File: config.mk
export PLATFORM = sky130hd
export DESIGN_NAME = easc_queue
export DESIGN_NICKNAME = d
export VERILOG_FILES = /design/src/sv/easc_pkg.sv /design/src/sv/easc_queue.sv
export SDC_FILE = /design/constraint.sdc
export NUM_CORES = 1
export LEC_CHECK = 0
export BUFFER_PORTS_ARGS = -buffer_cell sky130_fd_sc_hd__buf_2
export CORE_ASPECT_RATIO = 0.7
export CORE_MARGIN = 3
export CORE_UTILIZATION = 35
export DETAILED_ROUTE_END_ITERATION = 16
export GPL_ROUTABILITY_DRIVEN = 1
export PLACE_DENSITY = 0.67
export SLEW_MARGIN = 40
export SYNTH_ARGS = -nofsm -noshare
export SYNTH_HDL_FRONTEND = slang
export SYNTH_SLANG_ARGS = --single-unit
File: constraint.sdc
create_clock -name clk -period 17.15 [get_ports clk]
set_input_delay 0.8575 -clock clk [delete_from_list [all_inputs] [get_ports clk]]
set_output_delay 0.8575 -clock clk [all_outputs]
set_load 0.01 [all_outputs]
File: src/sv/easc_pkg.sv
`timescale 1ns / 1ps
package easc_pkg;
  localparam logic [15:0] W_NEW = 16'd19661;
  localparam logic [15:0] W_OLD = 16'd45875;
  localparam logic [31:0] SENS_RESET = 32'd196608;

  typedef struct packed {
    logic [32:0] ad;
    logic [63:0] var_val;
    logic [31:0] index;
  } easc_job_t;
endpackage

File: src/sv/easc_queue.sv
`timescale 1ns / 1ps
module easc_queue
  import easc_pkg::*;
(
  input  logic      clk,
  input  logic      rst_n,
  input  logic      wr_valid,
  output logic      wr_ready,
  input  easc_job_t wr_data,
  output logic      rd_valid,
  input  logic      rd_ready,
  output easc_job_t rd_data
);
  easc_job_t mem_r [2];
  logic [1:0] wp_r, rp_r;
  logic [1:0] cnt;
  assign cnt = wp_r - rp_r;
  assign wr_ready = (cnt != 2'd2);
  assign rd_valid = (cnt != 2'd0);
  assign rd_data = mem_r[rp_r[0]];
  always_ff @(posedge clk) begin
    if (!rst_n) begin
      wp_r <= '0;
      rp_r <= '0;
    end else begin
      if (wr_valid && wr_ready) begin
        mem_r[wp_r[0]] <= wr_data;
        wp_r <= wp_r + 2'd1;
      end
      if (rd_valid && rd_ready) rp_r <= rp_r + 2'd1;
    end
  end
endmodule

==> Word level (Yosys, flattened, before mapping) <==
Memory sizes are Yosys's and may differ from the RTL's. A register that Yosys moved wholly into a read port is not among the register bits.
Index checks and enable logic that the tools add are counted.
{ "word_totals": {"register_bits": 4, "ramBits": 258, "input_bits": 133, "out_inout_bits": 131, "word_cells": 15, "n_memories": 1} }
{ "op_classes": {"add_sub_neg": 3, "n_eq_ne": 1, "muxes": 5, "reduce_logical": 3} }
{ "memory_table": {"columns": ["name", "words", "word_bits", "read_ports", "rd_clocked_by_memory_dff", "write_ports", "line_no", "source"], "rows": [
  ["mem_r", 2, 129, 1, 1, 1, "easc_queue.sv:14", "easc_job_t mem_r [2];"]
]} }
{ "op_table": {"columns": ["operator", "count"], "rows": [
  ["$mux W1", 5],
  ["$add A2 B1 Y2 const B", 2],
  ["$logic_and A1 B1 Y1", 2],
  ["$ne A2 B2 Y1 const B", 1],
  ["$reduce_bool A2 Y1", 1],
  ["$sub A2 B2 Y2", 1]
]} }

==> Depth between registers and ports, before layout <==
{ "depth": {"word_depth": 6, "mapped_depth": 4, "ltp_nobuf": 3} }

==> Worst setup path after synthesis <==
OpenSTA, ideal clock, no wires.
{ "synth_timing": {"path_type": "input to register", "start": "input rst_n", "end": "memory mem_r[1][0] in the netlist's numbering (enable)", "setup_ps": 661, "arrival_ps": 7167, "t_required_ps": 16489, "slack_ps": 9322, "cell_stages": 2, "n_path_buf": 0, "cell_sequence": "nand3_1 > a21oi_1"} }
{ "synth_via": {"elab_chain_cells": 2} }
{ "synth_rtl": {"columns": ["element", "line_no", "source"], "rows": [
  ["start: declaration", "easc_queue.sv:6", "input logic rst_n,"],
  ["$mux W1", "easc_queue.sv:22", "if (!rst_n) begin"],
  ["$mux W1 (not written as such)", "easc_queue.sv:27", "mem_r[wp_r[0]] <= wr_data;"],
  ["end: declaration", "easc_queue.sv:14", null]
]} }
Every way passes these cells.

==> impl_metrics.json <==
{
  "status": "complete, no violations",
  "nFillCells": 2285,
  "setup_violations": 0,
  "totalWireLength_um": 18920,
  "pre_cts_ws_ns": 14.28,
  "ir_worst_vdd_v": 0.00008139,
  "cts.sinks": 263,
  "drcViolationCount": 0,
  "power_density_mw_per_mm2": 116.5,
  "period_needed_ns": 3.167,
  "area_growth_syn_to_layout_pct": 27.63,
  "fmax_mhz": 315.8,
  "dieArea_sq_mm": 0.02934,
  "report.final.slew_viol_count": 0,
  "dp_hpwl_um": 12770,
  "viasPerCell": 4.520,
  "core_sq_mm": 0.02624,
  "critical_path_required_ns": 16.29,
  "avgSynthCellArea_sq_um": 21.95,
  "grt_max_degree": 70,
  "row_count": 49,
  "num_vias": 4949,
  "synthTopCellsByArea": "edfxtp_1 (81%), mux2_2 (15%), dfxtp_1 (1.0%), buf_2 (0.79%), nand2_1 (0.24%)",
  "drive_gt1_share_pct": 59.57,
  "synth_top_area_share_pct": 81.12,
  "post-cts-setup-buffer-count": 0,
  "cts_root_buf": "clkbuf_16",
  "io_pins": 264,
  "layout.nets": 851,
  "seq_area_frac_synth_pct": 82.17,
  "utilization_pct": 46.45,
  "worst_slew_pin_slew_ns": 0.7113,
  "fin_skew_ns": 0.009493,
  "hold_ws_ns": 0.5210,
  "numPortBuffers": 263,
  "crit_type": "reg2out",
  "cts_resized": 0,
  "routabilityCongestion": 0.7232,
  "cp_max_fo": 63,
  "yosys_warnings": 0,
  "synth_commonest_cells": "edfxtp_1 (258), mux2_2 (129), buf_2 (15)",
  "hp-class": "in2reg",
  "grt_usage_pct": 12.29,
  "crit_arrival_ns": 2.31,
  "synth_area_sq_mm": 0.009550,
  "floorplan.initialDensity_pct": 36.40,
  "first_global_vias": 5159,
  "hold_buffers": 0,
  "period_share_pct": 18.46,
  "first_iter_violations": 258,
  "synth.most_common_cell": "edfxtp_1",
  "fin_tns_setup_ns": 0,
  "finalWorstSetupSlack_ns": 13.98,
  "yosysTopAreaCell": "edfxtp_1",
  "leakage_nw": 4.438,
  "insertion_delay_ns": 0.52,
  "grt_overflow": 0,
  "antenna_found_initial": 1,
  "cts.clk_slew.worst_paths_ns": 0.06,
  "finalHoldViolations": 0,
  "wl_per_cell_um": 17.28,
  "ys_ff_latch": 263,
  "max_slew_margin_pct": 52.58,
  "rsz0062_at_grt": "no",
  "cts_tree": "built",
  "synth_cell_types": 20,
  "critPathLaunchType": "flip-flop",
  "ys.flop_type": "edfxtp_1",
  "dieWidth_um": 203.4,
  "endpoint_kind": "output pin",
  "grt_pass1_wl_um": 28160,
  "die_h_um": 144.2,
  "numCtsBuffers": 26,
  "htreeDepth": 1,
  "syn_inst": 435,
  "syn-num-nets": 568,
  "drt-pass1-iter-count": 4,
  "synth_edf_count": 258,
  "synthArstFlopShare_pct": 0,
  "clock_path_buffers": 3,
  "ant_nets": 0,
  "max_cap_viol_count": 0
}
## state kept, by name, indices dropped and copies added, names as in the netlist, named ones only
| name | count |
|---|---|
| wp_r | 2 |
| mem_r | 258 |
| rp_r | 2 |
## cells by family after synthesis
| logic type | count (synthesis) | synth area share, % |
|---|---|---|
| compound gates | 8 | 0.5370 |
| mux | 131 | 15.42 |
| xor+xnor | 3 | 0.3538 |
| simple gates | 13 | 0.6420 |
| flops | 263 | 82.17 |
| buf+inv | 17 | 0.8777 |
## power by group
part,leakage [nW],switching (W),internal [W],total (W)
clock network,0.398,0.000223,0.000316,0.000538
registers,2.41,0.00000929,0.000738,0.000748
logic,1.63,0.0000704,0.0000630,0.000133
## per-layer routing
layer / track usage, % / vias up / part of all wire, %
met2: 19.98 / 172 / 47
met5: 0 / - / 0.069
met3: 5.107 / 31 / 9.3
met4: 2.932 / 2 / 1.8
li1: - / 2302 / -
met1: 15.53 / 2442 / 42
## area by class of cell
cell class / instances / area [sq um] / share of cell area [%]
sequential: 263 / 7851 / 64.41
multi-input combinational: 155 / 1634 / 13.41
timing repair buffer: 271 / 1438 / 11.79
clock buffer: 32 / 694.4 / 5.697
tap: 357 / 446.7 / 3.665
clock inverter: 15 / 118.9 / 0.9752
inverter: 1 / 3.754 / 0.03079
antenna: 1 / 2.502 / 0.02053
## worst max-delay path: stages (launching register included)
cell,delay [ns]
dfxtp_4,0.64
buf_6,0.56
mux2_2,0.43
buf_2,0.15
## per-stage QoR
step                      cells  total power, W  instance area (sq um)
after floorplan             435       0.0008364                   9550
after global placement     1043       0.0008915                  11280
after detailed placement   1047       0.0008974                  11370
after CTS                  1094        0.001444                  12180
after global routing       1094        0.001480                  12190
final                      1095        0.001420                  12190
## cell usage in the layout, fill, tap and decap left out, drive strengths merged, types with 3 or more instances in the layout
master,instances
nor2,3
nand2,6
clkbuf,32
mux2,129
clkinv,12
edfxtp,258
dfxtp,5
buf,271
## path summary, 6_finish.rpt
path                                           start                       to  slack, ns  cells past startpoint
worst min-delay path                     wr_data[67]   mem_r[0][67]$_DFFE_PP_       0.52                      1
worst max register to register  wp_r[1]$_SDFFE_PN0P_  mem_r[0][112]$_DFFE_PP_      14.84                      5
worst min register to register  wp_r[1]$_SDFFE_PN0P_     rp_r[1]$_SDFFE_PN0P_       0.59                      2
worst max-delay path                       flip-flop              rd_data[91]      13.98                      3
(Power assumes the default switching activity.)
