`src/sv/easc_pkg.sv`:
```
`timescale 1ns / 1ps
package easc_pkg;
  localparam logic [15:0] W_NEW = 16'd19661;
  localparam logic [15:0] W_OLD = 16'd45875;
  localparam logic [31:0] SENS_RESET = 32'd196608;

  typedef struct packed {
    logic [32:0] ad;
    logic [63:0] var_val;
    logic [31:0] index;
  } easc_job_t;
endpackage

```
`src/sv/easc_back.sv`:
```
`timescale 1ns / 1ps
module easc_back
  import easc_pkg::*;
(
  input  logic        clk,
  input  logic        rst_n,
  input  logic [31:0] sens,
  input  logic        job_valid,
  output logic        job_ready,
  input  easc_job_t   job,
  output logic        out_valid,
  input  logic        out_ready,
  output logic [31:0] score,
  output logic        anomaly_flag,
  output logic [31:0] sample_index
);
  typedef enum logic [1:0] {B_IDLE, B_SQRT, B_DIV, B_OUT} st_t;
  st_t st_r;
  logic [31:0] root_r;
  logic [5:0] step_r;
  logic [48:0] num_r;
  logic [49:0] drem_r;
  logic [48:0] quo_r;
  logic [32:0] ad_r;
  logic [31:0] idx_r;
  logic [33:0] trial;
  logic [49:0] drem_sh;
  logic [31:0] sc;

  // one root bit per cycle: restoring digit recurrence
  assign trial = {root_r, 2'b01};
  assign drem_sh = {drem_r[48:0], num_r[48]};
  assign sc = (quo_r[48:32] != 17'd0) ? 32'hFFFFFFFF : quo_r[31:0];
  assign job_ready = (st_r == B_IDLE);
  assign out_valid = (st_r == B_OUT);

  logic [63:0] vsh_r;
  logic [33:0] part_r;
  logic [33:0] part_nxt;
  assign part_nxt = {part_r[31:0], vsh_r[63:62]};

  always_ff @(posedge clk) begin
    if (!rst_n) begin
      st_r <= B_IDLE;
    end else begin
      unique case (st_r)
        B_IDLE: if (job_valid) begin
          vsh_r <= job.var_val;
          part_r <= '0;
          root_r <= '0;
          ad_r <= job.ad;
          idx_r <= job.index;
          step_r <= 6'd0;
          st_r <= B_SQRT;
        end
        B_SQRT: begin
          vsh_r <= {vsh_r[61:0], 2'b00};
          if (part_nxt >= trial) begin
            part_r <= part_nxt - trial;
            root_r <= {root_r[30:0], 1'b1};
          end else begin
            part_r <= part_nxt;
            root_r <= {root_r[30:0], 1'b0};
          end
          if (step_r == 6'd31) begin
            step_r <= 6'd0;
            num_r <= {ad_r, 16'd0};
            drem_r <= '0;
            quo_r <= '0;
            st_r <= B_DIV;
          end else step_r <= step_r + 6'd1;
        end
        B_DIV: begin
          if (root_r == 32'd0) begin
            quo_r <= (ad_r == 33'd0) ? 49'd0 : {17'd1, 32'd0};
            st_r <= B_OUT;
          end else begin
            num_r <= {num_r[47:0], 1'b0};
            if (drem_sh >= {18'd0, root_r}) begin
              drem_r <= drem_sh - {18'd0, root_r};
              quo_r <= {quo_r[47:0], 1'b1};
            end else begin
              drem_r <= drem_sh;
              quo_r <= {quo_r[47:0], 1'b0};
            end
            if (step_r == 6'd48) st_r <= B_OUT;
            else step_r <= step_r + 6'd1;
          end
        end
        B_OUT: if (out_ready) st_r <= B_IDLE;
        default: st_r <= B_IDLE;
      endcase
    end
  end
  assign score = sc;
  assign anomaly_flag = sc > sens;
  assign sample_index = idx_r;
endmodule

```
`config.mk`:
```
export PLATFORM = sky130hd
export DESIGN_NAME = easc_back
export DESIGN_NICKNAME = d
export VERILOG_FILES = /design/src/sv/easc_pkg.sv /design/src/sv/easc_back.sv
export SDC_FILE = /design/constraint.sdc
export NUM_CORES = 1
export LEC_CHECK = 0
export BUFFER_PORTS_ARGS = -buffer_cell sky130_fd_sc_hd__buf_2
export CORE_ASPECT_RATIO = 1.4
export CORE_MARGIN = 1
export CORE_UTILIZATION = 42
export DETAILED_ROUTE_END_ITERATION = 12
export SYNTH_ARGS = -nofsm -noshare
export SYNTH_HDL_FRONTEND = slang
export SYNTH_SLANG_ARGS = --single-unit
```
`constraint.sdc`:
```
create_clock -name clk -period 24.3 [get_ports clk]
set_input_delay 4.86 -clock clk [delete_from_list [all_inputs] [get_ports clk]]
set_output_delay 4.86 -clock clk [all_outputs]
set_load 0.02 [all_outputs]
```
Word level (Yosys, flattened, before mapping)
Index checks and enable logic that the tools add are counted.

word-level totals
  flip-flop bits (word level) = 348
  bits of input ports = 165
  output and inout bits = 67
  word-level logic and storage cells = 72

operators by class
  order comparisons = 3
  $add $sub $neg = 3
  reductions and logical operators = 13
  equality and inequality tests = 11
  mux-type cells = 32

operator list
  cell                                                                    count
  49-bit two-way mux                                                      7
  49-bit one-hot mux with 2 select lines                                  3
  32-bit two-way mux                                                      4
  32-bit one-hot mux with 2 select lines                                  2
  64-bit one-hot mux with 2 select lines                                  1
  64-bit two-way mux                                                      1
  50-bit by 32-bit >= comparator with 1-bit output                        1
  49-bit by 32-bit subtractor with 49-bit output                          1
  34-bit >= comparator                                                    1
  33-bit logical NOT                                                      1
  33-bit two-way mux                                                      1
  32-bit > comparator                                                     1
  32-bit logical NOT                                                      1
  32-bit subtractor                                                       1
  6-bit two-way mux                                                       4
  6-bit one-hot mux with 3 select lines                                   1
  17-bit nonzero test                                                     1
  2-bit two-way mux                                                       5
  3-bit AND reduction                                                     3
  2-bit inequality test (second input constant)                           4
  2-bit one-hot mux with 4 select lines                                   1
  4-bit AND reduction                                                     2
  6-bit by 1-bit adder with 6-bit output (second input constant)          1
  6-bit by 5-bit equality test with 1-bit output (second input constant)  1
  10 further kinds                                                        13

Depth between registers and ports, before layout
Gate-level depths: netlist of the first run.

  word-level depth = 4
  gate-level depth with buffers = 14
  depth with buffers taken out = 13

Worst setup path before layout of the first run
No wires, ideal clock.

  path type = input -> register
  from = input rst_n
  to = register drem_r[0], enable pin
  required time = 23.652 ns
  data arrival time = 14.807 ns
  buffers on the path = 0
  stages = 3
  path slack = 8.845 ns
  library setup time = 0.648 ns
  cell sequence = inv_1 > a211oi_1 > a21boi_0

between the ends
  longest elaborated chain between the ends = 1

ends and longest elaborated chain
  what                           RTL line         source
  from (decl)                    easc_back.sv:6   input logic rst_n,
  4-bit AND reduction (no line)  n/a
  to (signal assigned)           easc_back.sv:80  drem_r <= drem_sh - {18'd0, root_r};
  to (signal assigned)           easc_back.sv:83  drem_r <= drem_sh;
  to (decl)                      easc_back.sv:22  logic [49:0] drem_r;

Every way passes these cells.
A chain may end at the register's enable or synchronous reset.

Worst setup path after layout of the first run
  from = input sens[25]
  to = output anomaly_flag

between the ends
  longest elaborated chain between the ends = 1

ends and longest elaborated chain
  what                 RTL line         source
  from (decl)          easc_back.sv:7   input logic [31:0] sens,
  32-bit > comparator  easc_back.sv:96  assign anomaly_flag = sc > sens;
  to (decl)            easc_back.sv:14  output logic anomaly_flag,

Every way passes these cells.

==> impl_metrics.toml, run 1 <==
[grt]
met3_usage_pct = 3.18
use_met1_pct = 22.5
grt_use_met2_pct = 35.0
overflow = 0
grt_first_pass_wirelength_mm = 68.1
grt_pass1_vias = 13400
gr-usage-all-layers_pct = 19.2
grt_antenna_before_repair = 2
grt_max_degree = 79
grt_busiest_layer = "met2"

[clocking]
cts_root_buf = "clkbuf_16"
clockBufferDepth = 3
cts_sinks = 332
cts_setup_buffers = 0
clkTransAtPathRegs_ns = 0.06
cts_resized = 0
numCtsBuffers = 35
tritoncts = "built"
clkLatencyLatePin_ns = 0.56
postCtsHoldBufs = 0
htreeDepth = 2

[yosys]
synthCells = 1626
synthesis.area_um2 = 18400
synth_most_common_cell = "edfxtp_1"
synth-edff-count = 330
yosysTopAreaCellShare_pct = 53.9
ys_seq_elements = 332
synth_area_leader_cell = "edfxtp_1"
async_reset_ff_share_pct = 0
synthTopCellsByArea = "edfxtp_1, ha_1, mux2_2"
syn_nets = 1896
synth_flop_cell = "edfxtp_1"
synth_commonest_cells = "edfxtp_1, nor2_1, a21oi_1"
ys_warn_count = 0
synth_cell_types = 59
synth_seq_area_share_pct = 54.1
avgSynthCellArea_um2 = 11.3

[critical_path]
critPathKind = "primary input to output port"
crit_top_cell = "a21o_1"
worstPathMaxFanout = 2
crit_arrival_ns = 6.59
critical_path.slowest_cell = "ha_1"
cp_cell_sequence = "buf_2, inv_1, ha_1, a21o_1, a21o_1, a21o_1, a21o_1, a21oi_1, nor2_1, a211oi_1, a31oi_1, buf_2"
endpoint_kind = "output port"
crit_path_start_kind = "primary input"
critical_path_required_ns = 19.44
critPathMaxStageDelay_ns = 0.30

[hold_path]
min_path_type = "flip-flop to flip-flop"

[pwr]
cellPowerDensity_nw_per_um2 = 105
p_total_uw = 2240
power.net_switching_uw = 785
p_sw_share_pct = 35.0
seq_power_share_pct = 38.6
p_clk_share_pct = 25.0
ir_drop_mv = 0.0817
p_leak_uw = 0.00815
intPower_uw = 1460
combPwrFrac_pct = 36.4

[routing]
first_iter_violations = 861
drt_first_pass_iters = 5
finalWirelength_mm = 42.8
vias = 13300
final_antenna_net_count = 0
drc_errors = 0
routed_via_density = 5.50
post_drt_wl_per_cell_um = 17.7

[final_layout]
final_nets = 2118
finish.utilization_pct = 49.5
drive_above_1_share_pct = 22.2
areaGrowthSynthToFinish_pct = 16.2
stdcell_count = 2424
diodes = 0

[sta]
slew_headroom_pct = 26.8
tns_ns = 0
worst_slew_pin_slew_ns = 1.10
fmax_ghz = 0.0873
finalSetupViolCount = 0
min_period_ns = 11.45
hold_viol = 0
layout_setup_ws_ns = 12.85
slew_viol_final = 0
fin_crit_sh_pct = 47.1
fin_skew_ns = 0.0222
rsz0062_at_grt = "false"

[placement]
numPortBuffers = 231
routabilityCongestion = 0.906
dpl.hpwl_mm = 31.1
dp_cells = 2363
pre_cts_ws_ns = 12.83

[floorplanning]
rows = 90
die_w_um = 179
core-area_um2 = 43100
fp.dieH_um = 249
initial_utilization_pct = 42.6
io_pins = 232
dieArea_um2 = 44600

[status]
status = "complete, no violations"

[job]
drv_cap = 0
[power by group through the flow]
stage	clock network, µW	logic [µW]	registers (µW)
6_report	560	818	866
5_1_grt	597	910	879
4_1_cts	574	823	867
3_5_place_dp	0	818	877
3_3_place_gp	0	809	874
2_1_floorplan	0	614	883
[registers in the layout (all words and copies together), names as in the netlist]
| name | flops |
|---|---|
| ad_r | 33 |
| drem_r | 49 |
| num_r | 33 |
| part_r | 32 |
| quo_r | 49 |
| root_r | 32 |
| sample_index | 32 |
| st_r | 2 |
| step_r | 6 |
| vsh_r | 64 |
[final timing paths]
check                                start      endpoint  slack (ns)  depth (start not counted)
worst max-delay path              sens[25]  anomaly_flag       12.85                         12
worst min-delay path              quo_r[6]      quo_r[7]        0.53                          1
worst max register to register  root_r[31]    drem_r[43]       20.21                         10
worst min register to register    quo_r[6]      quo_r[7]        0.53                          1
[metal layers]
metal	wire, µm	share of wire [%]
met2	22400	52
met3	1870	4.4
met4	1160	2.7
met5	23	0.054
met1	17400	41
[critical path: cells and delay by family]
kind | cells | cell delay [ns]
AO/OA/AOI/OAI | 7 | 1.10
AND/OR/NAND/NOR | 1 | 0.07
adder cells (fa/ha/maj) | 1 | 0.30
buffers and inverters | 3 | 0.28
[cell usage in the layout, fill, tap and decap left out, types with 56 or more instances in the layout]
master / instances
edfxtp_1: 330
buf_2: 231
nor2_1: 124
a21oi_1: 118
nand2_1: 108
inv_1: 104
ha_1: 102
mux2_2: 95
o21ai_0: 62
and2_1: 56
[per-stage QoR]
step | hold WS, ns | instance area [µm²]
2_1_floorplan | 0.508 | 18400
3_3_place_gp | 0.526 | 20200
3_5_place_dp | 0.529 | 20200
4_1_cts | 0.543 | 21400
5_1_grt | 0.560 | 21400
6_report | 0.535 | 21400
[final cells by class]
cell class,count,area [µm²]
Fill cell,3909,21800
Sequential cell,332,9950
Multi-Input combinational cell,1124,7850
Timing Repair Buffer,250,1300
Clock buffer,42,922
Tap cell,552,691
Inverter,105,394
Clock inverter,19,253
[cell families (layout without fill, tap and decap cells)]
kind of cell	after synthesis	count (layout)	synth area share (%)
AND/OR/NAND/NOR	512	512	14.1
XOR/XNOR	57	57	2.72
AO/OA/AOI/OAI	331	331	11.2
adder cells (fa/ha/maj)	105	105	7.19
multiplexers	119	119	7.13
flip-flops	332	332	54.1
buffers and inverters	170	416	3.54
Note: power is estimated with default switching activity, not from simulation.
==> run 2: changes to the inputs <==
==> constraint.sdc (replaced) <==
create_clock -name clk -period 11.23 [get_ports clk]
set_input_delay 2.246 -clock clk [delete_from_list [all_inputs] [get_ports clk]]
set_output_delay 2.246 -clock clk [all_outputs]
set_load 0.02 [all_outputs]
==> run 2 against run 1 <==
Net effect:
- clock power rose by 120%
- setup slack lost 7.9 ns
- critical path depth unchanged
- power up 120%
- critical endpoint unchanged
- global-route usage grew 0.099 points
- first-iteration DRC count up 0.70%
- critical path type unchanged
- sequential share of layout area about the same
==> impl_metrics.toml, run 2 (synthesized netlist as in run 1, its figures left out) <==
[critical_path]
worst-r2r-cell-count = 10
worstPathMaxFanout = 2
critPathKind = "primary input to output port"
critical_path_required_ns = 8.98
r2r-start = "root_r[11]"
crit_arrival_ns = 4.00
crit_path_start_kind = "primary input"
endpoint_kind = "output port"
r2r_end = "part_r[19]"
rrSetupSlack_ns = 7.10

[grt]
gr-usage-all-layers_pct = 19.3
grt_max_degree = 83
grt_first_pass_wirelength_mm = 68.7
grt_antenna_before_repair = 1
overflow = 0
grt_pass1_vias = 13400

[routing]
final_antenna_net_count = 0
vias = 13300
drc_errors = 0
post_drt_wl_per_cell_um = 17.7
first_iter_violations = 867
finalWirelength_mm = 42.9
drt_first_pass_iters = 5
routed_via_density = 5.48

[sta]
worst_slew_pin_slew_ns = 1.15
fin_skew_ns = 0.0196
slew_viol_final = 0
fin_crit_sh_pct = 55.6
min_period_ns = 6.25
layout_setup_ws_ns = 4.98
tns_ns = 0
slew_headroom_pct = 22.9
rsz0062_at_grt = "false"
finalSetupViolCount = 0
hold_viol = 0
fmax_ghz = 0.160

[job]
drv_cap = 0

[floorplanning]
rows = 90
dieArea_um2 = 44600
initial_utilization_pct = 42.6
die_w_um = 179
fp.dieH_um = 249
core-area_um2 = 43100
io_pins = 232

[final_layout]
diodes = 0
drive_above_1_share_pct = 22.0
top_regs = "vsh_r (64), drem_r (49), quo_r (49)"
top_register = "vsh_r"
regArea_um2 = 9950
final_nets = 2115
fillerInstances = 3862
stdcell_count = 2423
final_common_cell = "edfxtp_1"
multi_input_area_um2 = 7850
final_cell_mix = "edfxtp_1, buf_2, nor2_1"
areaGrowthSynthToFinish_pct = 16.2
largest_reg_flops = 64

[hold_path]
min_path_type = "flip-flop to flip-flop"
worstHoldStart = "num_r[23]"
hold_depth = 1
worstHoldEndpoint = "num_r[24]"

[clocking]
numCtsBuffers = 36
htreeDepth = 2
clkLatencyLatePin_ns = 0.54
clkTransAtPathRegs_ns = 0.06
postCtsHoldBufs = 0
cts_setup_buffers = 0
tritoncts = "built"
cts_resized = 0
cts_sinks = 332
cts_root_buf = "clkbuf_16"
clockBufferDepth = 3

[status]
status = "complete, no violations"

[placement]
pre_cts_ws_ns = 4.98
dp_cells = 2359
numPortBuffers = 231
routabilityCongestion = 0.872
dpl.hpwl_mm = 31.1

[pwr]
p_leak_uw = 0.00813
ir_drop_mv = 0.125
cellPowerDensity_nw_per_um2 = 227
-- run 2: changes by cell type in the layout (fill, tap and decap cells not counted) --
| cell | change |
|---|---|
| clkinvlp_4 | +1 |
| clkbuf_16 | +2 |
| clkinv_1 | +5 |
| inv_6 | -1 |
| clkbuf_8 | -2 |
| clkinv_2 | +2 |
| inv_16 | -1 |
| clkinv_4 | -1 |
| clkbuf_1 | -2 |
| buf_4 | -4 |
-- run 2: worst max path at each step --
stage                         from           end  depth (start not counted)
after floorplan              rst_n     drem_r[0]                          3
after global placement    sens[25]  anomaly_flag                         12
after detailed placement  sens[25]  anomaly_flag                         12
after CTS                 sens[25]  anomaly_flag                         12
after global routing      sens[25]  anomaly_flag                         12
final                     sens[25]  anomaly_flag                         12
-- run 2: through the flow --
| stage | power (µW) | hold WS [ns] | utilization, % | instance area [µm²] |
|---|---|---|---|---|
| 6_report | 4850 | 0.546 | 49.5 | 21300 |
| 5_1_grt | 5150 | 0.558 | 49.5 | 21300 |
| 4_1_cts | 4900 | 0.548 | 49.5 | 21300 |
| 3_5_place_dp | 3660 | 0.530 | 46.7 | 20200 |
| 3_3_place_gp | 3640 | 0.525 | 46.7 | 20200 |
| 2_1_floorplan | 3240 | 0.508 | - | 18400 |
-- run 2: worst max-delay path: stages --
cell      delay, ns
buf_2          0.08
inv_1          0.04
ha_1           0.30
a21o_1         0.16
a21o_1         0.16
a21o_1         0.17
a21o_1         0.18
a21oi_1        0.15
nor2_1         0.06
a211oi_1       0.18
a31oi_1        0.11
buf_2          0.17
-- run 2: cell type report --
class	count	share of cell area, %
repair buffers	246	5.94
well taps	552	3.24
multi-input cells	1124	36.8
clock inverters	24	1.18
flip-flops and latches	332	46.6
inverters	105	1.85
clock buffers	40	4.39
-- run 2: metal layers --
layer,track usage [%],up-vias,part of all wire [%]
met5,0,-,0.030
met3,3.11,73,4.4
met4,6.15,2,2.7
met2,34.8,324,52
li1,-,6466,-
met1,23.1,6414,41
-- run 2: power by group --
group	switching (µW)	total (µW)	internal, µW
registers	117	1870	1750
clock network	492	1210	718
logic	1080	1770	691
==> run 3: changes to the inputs <==
==> constraint.sdc (replaced) <==
create_clock -name clk -period 5.04 [get_ports clk]
set_input_delay 1.008 -clock clk [delete_from_list [all_inputs] [get_ports clk]]
set_output_delay 1.008 -clock clk [all_outputs]
set_load 0.02 [all_outputs]
==> run 3 against run 2 <==
Net effect:
- non-clock buffer count up 7
- critical path depth up 3
- clock skew down 0.0026 ns
- utilization down 0.096 points
- critical path type is now flip-flop to output port
==> impl_metrics.toml, run 3 (synthesized netlist as in run 1, its figures left out) <==
[critical_path]
crit_top_cell = "a21o_1"
crit_buf_inv = 2
critical_path.slowest_cell = "edfxtp_1"
r2r_end = "drem_r[43]"
crit_path_start_kind = "flip-flop"
endpoint_kind = "output port"
critical_path_required_ns = 4.03
crit_arrival_ns = 3.71
startpoint = "quo_r[40]"
worstPathMaxFanout = 32
cp_cell_sequence = "nor4_1, nand4_1, nor4_2, buf_4, nand2b_1, ha_1, a21o_1, a21o_1, a21o_1, a21o_1, a21oi_1, nor2_1, a211oi_1, a31oi_1, buf_2"
critPathKind = "flip-flop to output port"
crit_family = "compound AO/OA/AOI/OAI gates"
rrSetupSlack_ns = 0.95
worst-r2r-cell-count = 10
critPathMaxStageDelay_ns = 0.39
r2r-start = "root_r[8]"

[clocking]
cts_resized = 0
htreeDepth = 2
cts_root_buf = "clkbuf_16"
cts_setup_buffers = 0
postCtsHoldBufs = 0
clkLatencyLatePin_ns = 0.54
clkTransAtPathRegs_ns = 0.06
clockBufferDepth = 3
cts_sinks = 332
tritoncts = "built"
numCtsBuffers = 35

[routing]
vias = 13100
first_iter_violations = 723
final_antenna_net_count = 0
drt_first_pass_iters = 5
post_drt_wl_per_cell_um = 17.5
routed_via_density = 5.40
finalWirelength_mm = 42.6
drc_errors = 0

[grt]
grt_busiest_layer = "met2"
grt_use_met2_pct = 34.2
grt_max_degree = 73
use_met1_pct = 22.1
grt_pass1_vias = 13200
grt_antenna_before_repair = 2
met3_usage_pct = 2.99
overflow = 0
gr-usage-all-layers_pct = 19.0
grt_first_pass_wirelength_mm = 67.1

[pwr]
p_leak_uw = 0.00812
p_total_uw = 10600
ir_drop_mv = 0.275
cellPowerDensity_nw_per_um2 = 499

[floorplanning]
initial_utilization_pct = 42.6
die_w_um = 179
core-area_um2 = 43100
io_pins = 232
fp.dieH_um = 249
dieArea_um2 = 44600
rows = 90

[final_layout]
final_common_cell = "edfxtp_1"
top_register = "vsh_r"
finish.utilization_pct = 49.4
regArea_um2 = 9950
fillerInstances = 3940
multi_input_area_um2 = 7850
areaGrowthSynthToFinish_pct = 15.9
drive_above_1_share_pct = 22.2
top_regs = "vsh_r (64), drem_r (49), quo_r (49)"
final_nets = 2121
final_cell_mix = "edfxtp_1, buf_2, nor2_1"
largest_reg_flops = 64

[sta]
fin_skew_ns = 0.0171
rsz0062_at_grt = "false"
min_period_ns = 4.72
hold_viol = 0
slew_headroom_pct = 20.6
fmax_ghz = 0.212
slew_viol_final = 0
fin_crit_sh_pct = 93.6
finalSetupViolCount = 0
holdWs_ns = 0.544
worst_slew_pin_slew_ns = 1.19

[hold_path]
worstHoldStart = "vsh_r[19]"
hold_depth = 1
min_path_type = "flip-flop to flip-flop"
worstHoldEndpoint = "vsh_r[21]"

[job]
drv_cap = 0

[placement]
dpl.hpwl_mm = 31.2
numPortBuffers = 231
routabilityCongestion = 0.926

[status]
status = "complete, no violations"
==> run 3: changes by cell type in the layout (fill, tap and decap cells not counted), sizes merged <==
cell	previous run	this run
clkbuf	40	42
clkinvlp	1	0
bufinv	5	2
clkinv	17	19
buf	246	253
diode	0	2
inv	106	105
==> run 3: area by class of cell <==
| type | count | share of cell area, % |
|---|---|---|
| flip-flops and latches | 332 | 46.7 |
| clock buffers | 42 | 4.23 |
| clock inverters | 21 | 0.822 |
| well taps | 552 | 3.24 |
| inverters | 105 | 1.85 |
| multi-input cells | 1124 | 36.9 |
| diodes | 2 | 0.0235 |
| repair buffers | 253 | 6.26 |
==> run 3: worst max path at each step <==
stage	depth (start not counted)	slack, ns	endpoint
floorplan	3	-4.08	drem_r[0]
global placement	15	0.88	anomaly_flag
detailed placement	15	0.83	anomaly_flag
CTS	15	0.24	anomaly_flag
global route	15	0.1	anomaly_flag
finish	15	0.32	anomaly_flag
==> run 3: stage by stage <==
stage / std cells / setup TNS [ns] / worst slack [ns] / cell area, µm²
final: 2431 / 0 / 0.323 / 21300
after detailed placement: 2366 / 0 / 0.831 / 20200
after CTS: 2429 / 0 / 0.239 / 21300
after floorplan: 1626 / -629.13 / -4.08 / 18400
after global routing: 2431 / 0 / 0.0950 / 21300
after global placement: 2366 / 0 / 0.883 / 20200
==> run 3: where the power goes <==
part	switching (µW)	internal (µW)
Clock	1080	1390
Combinational	2420	1570
Sequential	265	3900
==> run 3: per-layer routing <==
layer | share of wire [%] | up-vias | wire [µm]
met1 | 41 | 6274 | 17400
met3 | 4.0 | 79 | 1690
met2 | 52 | 311 | 22100
met4 | 3.4 | 0 | 1430
li1 | - | 6463 | -
met5 | 0 | - | 0
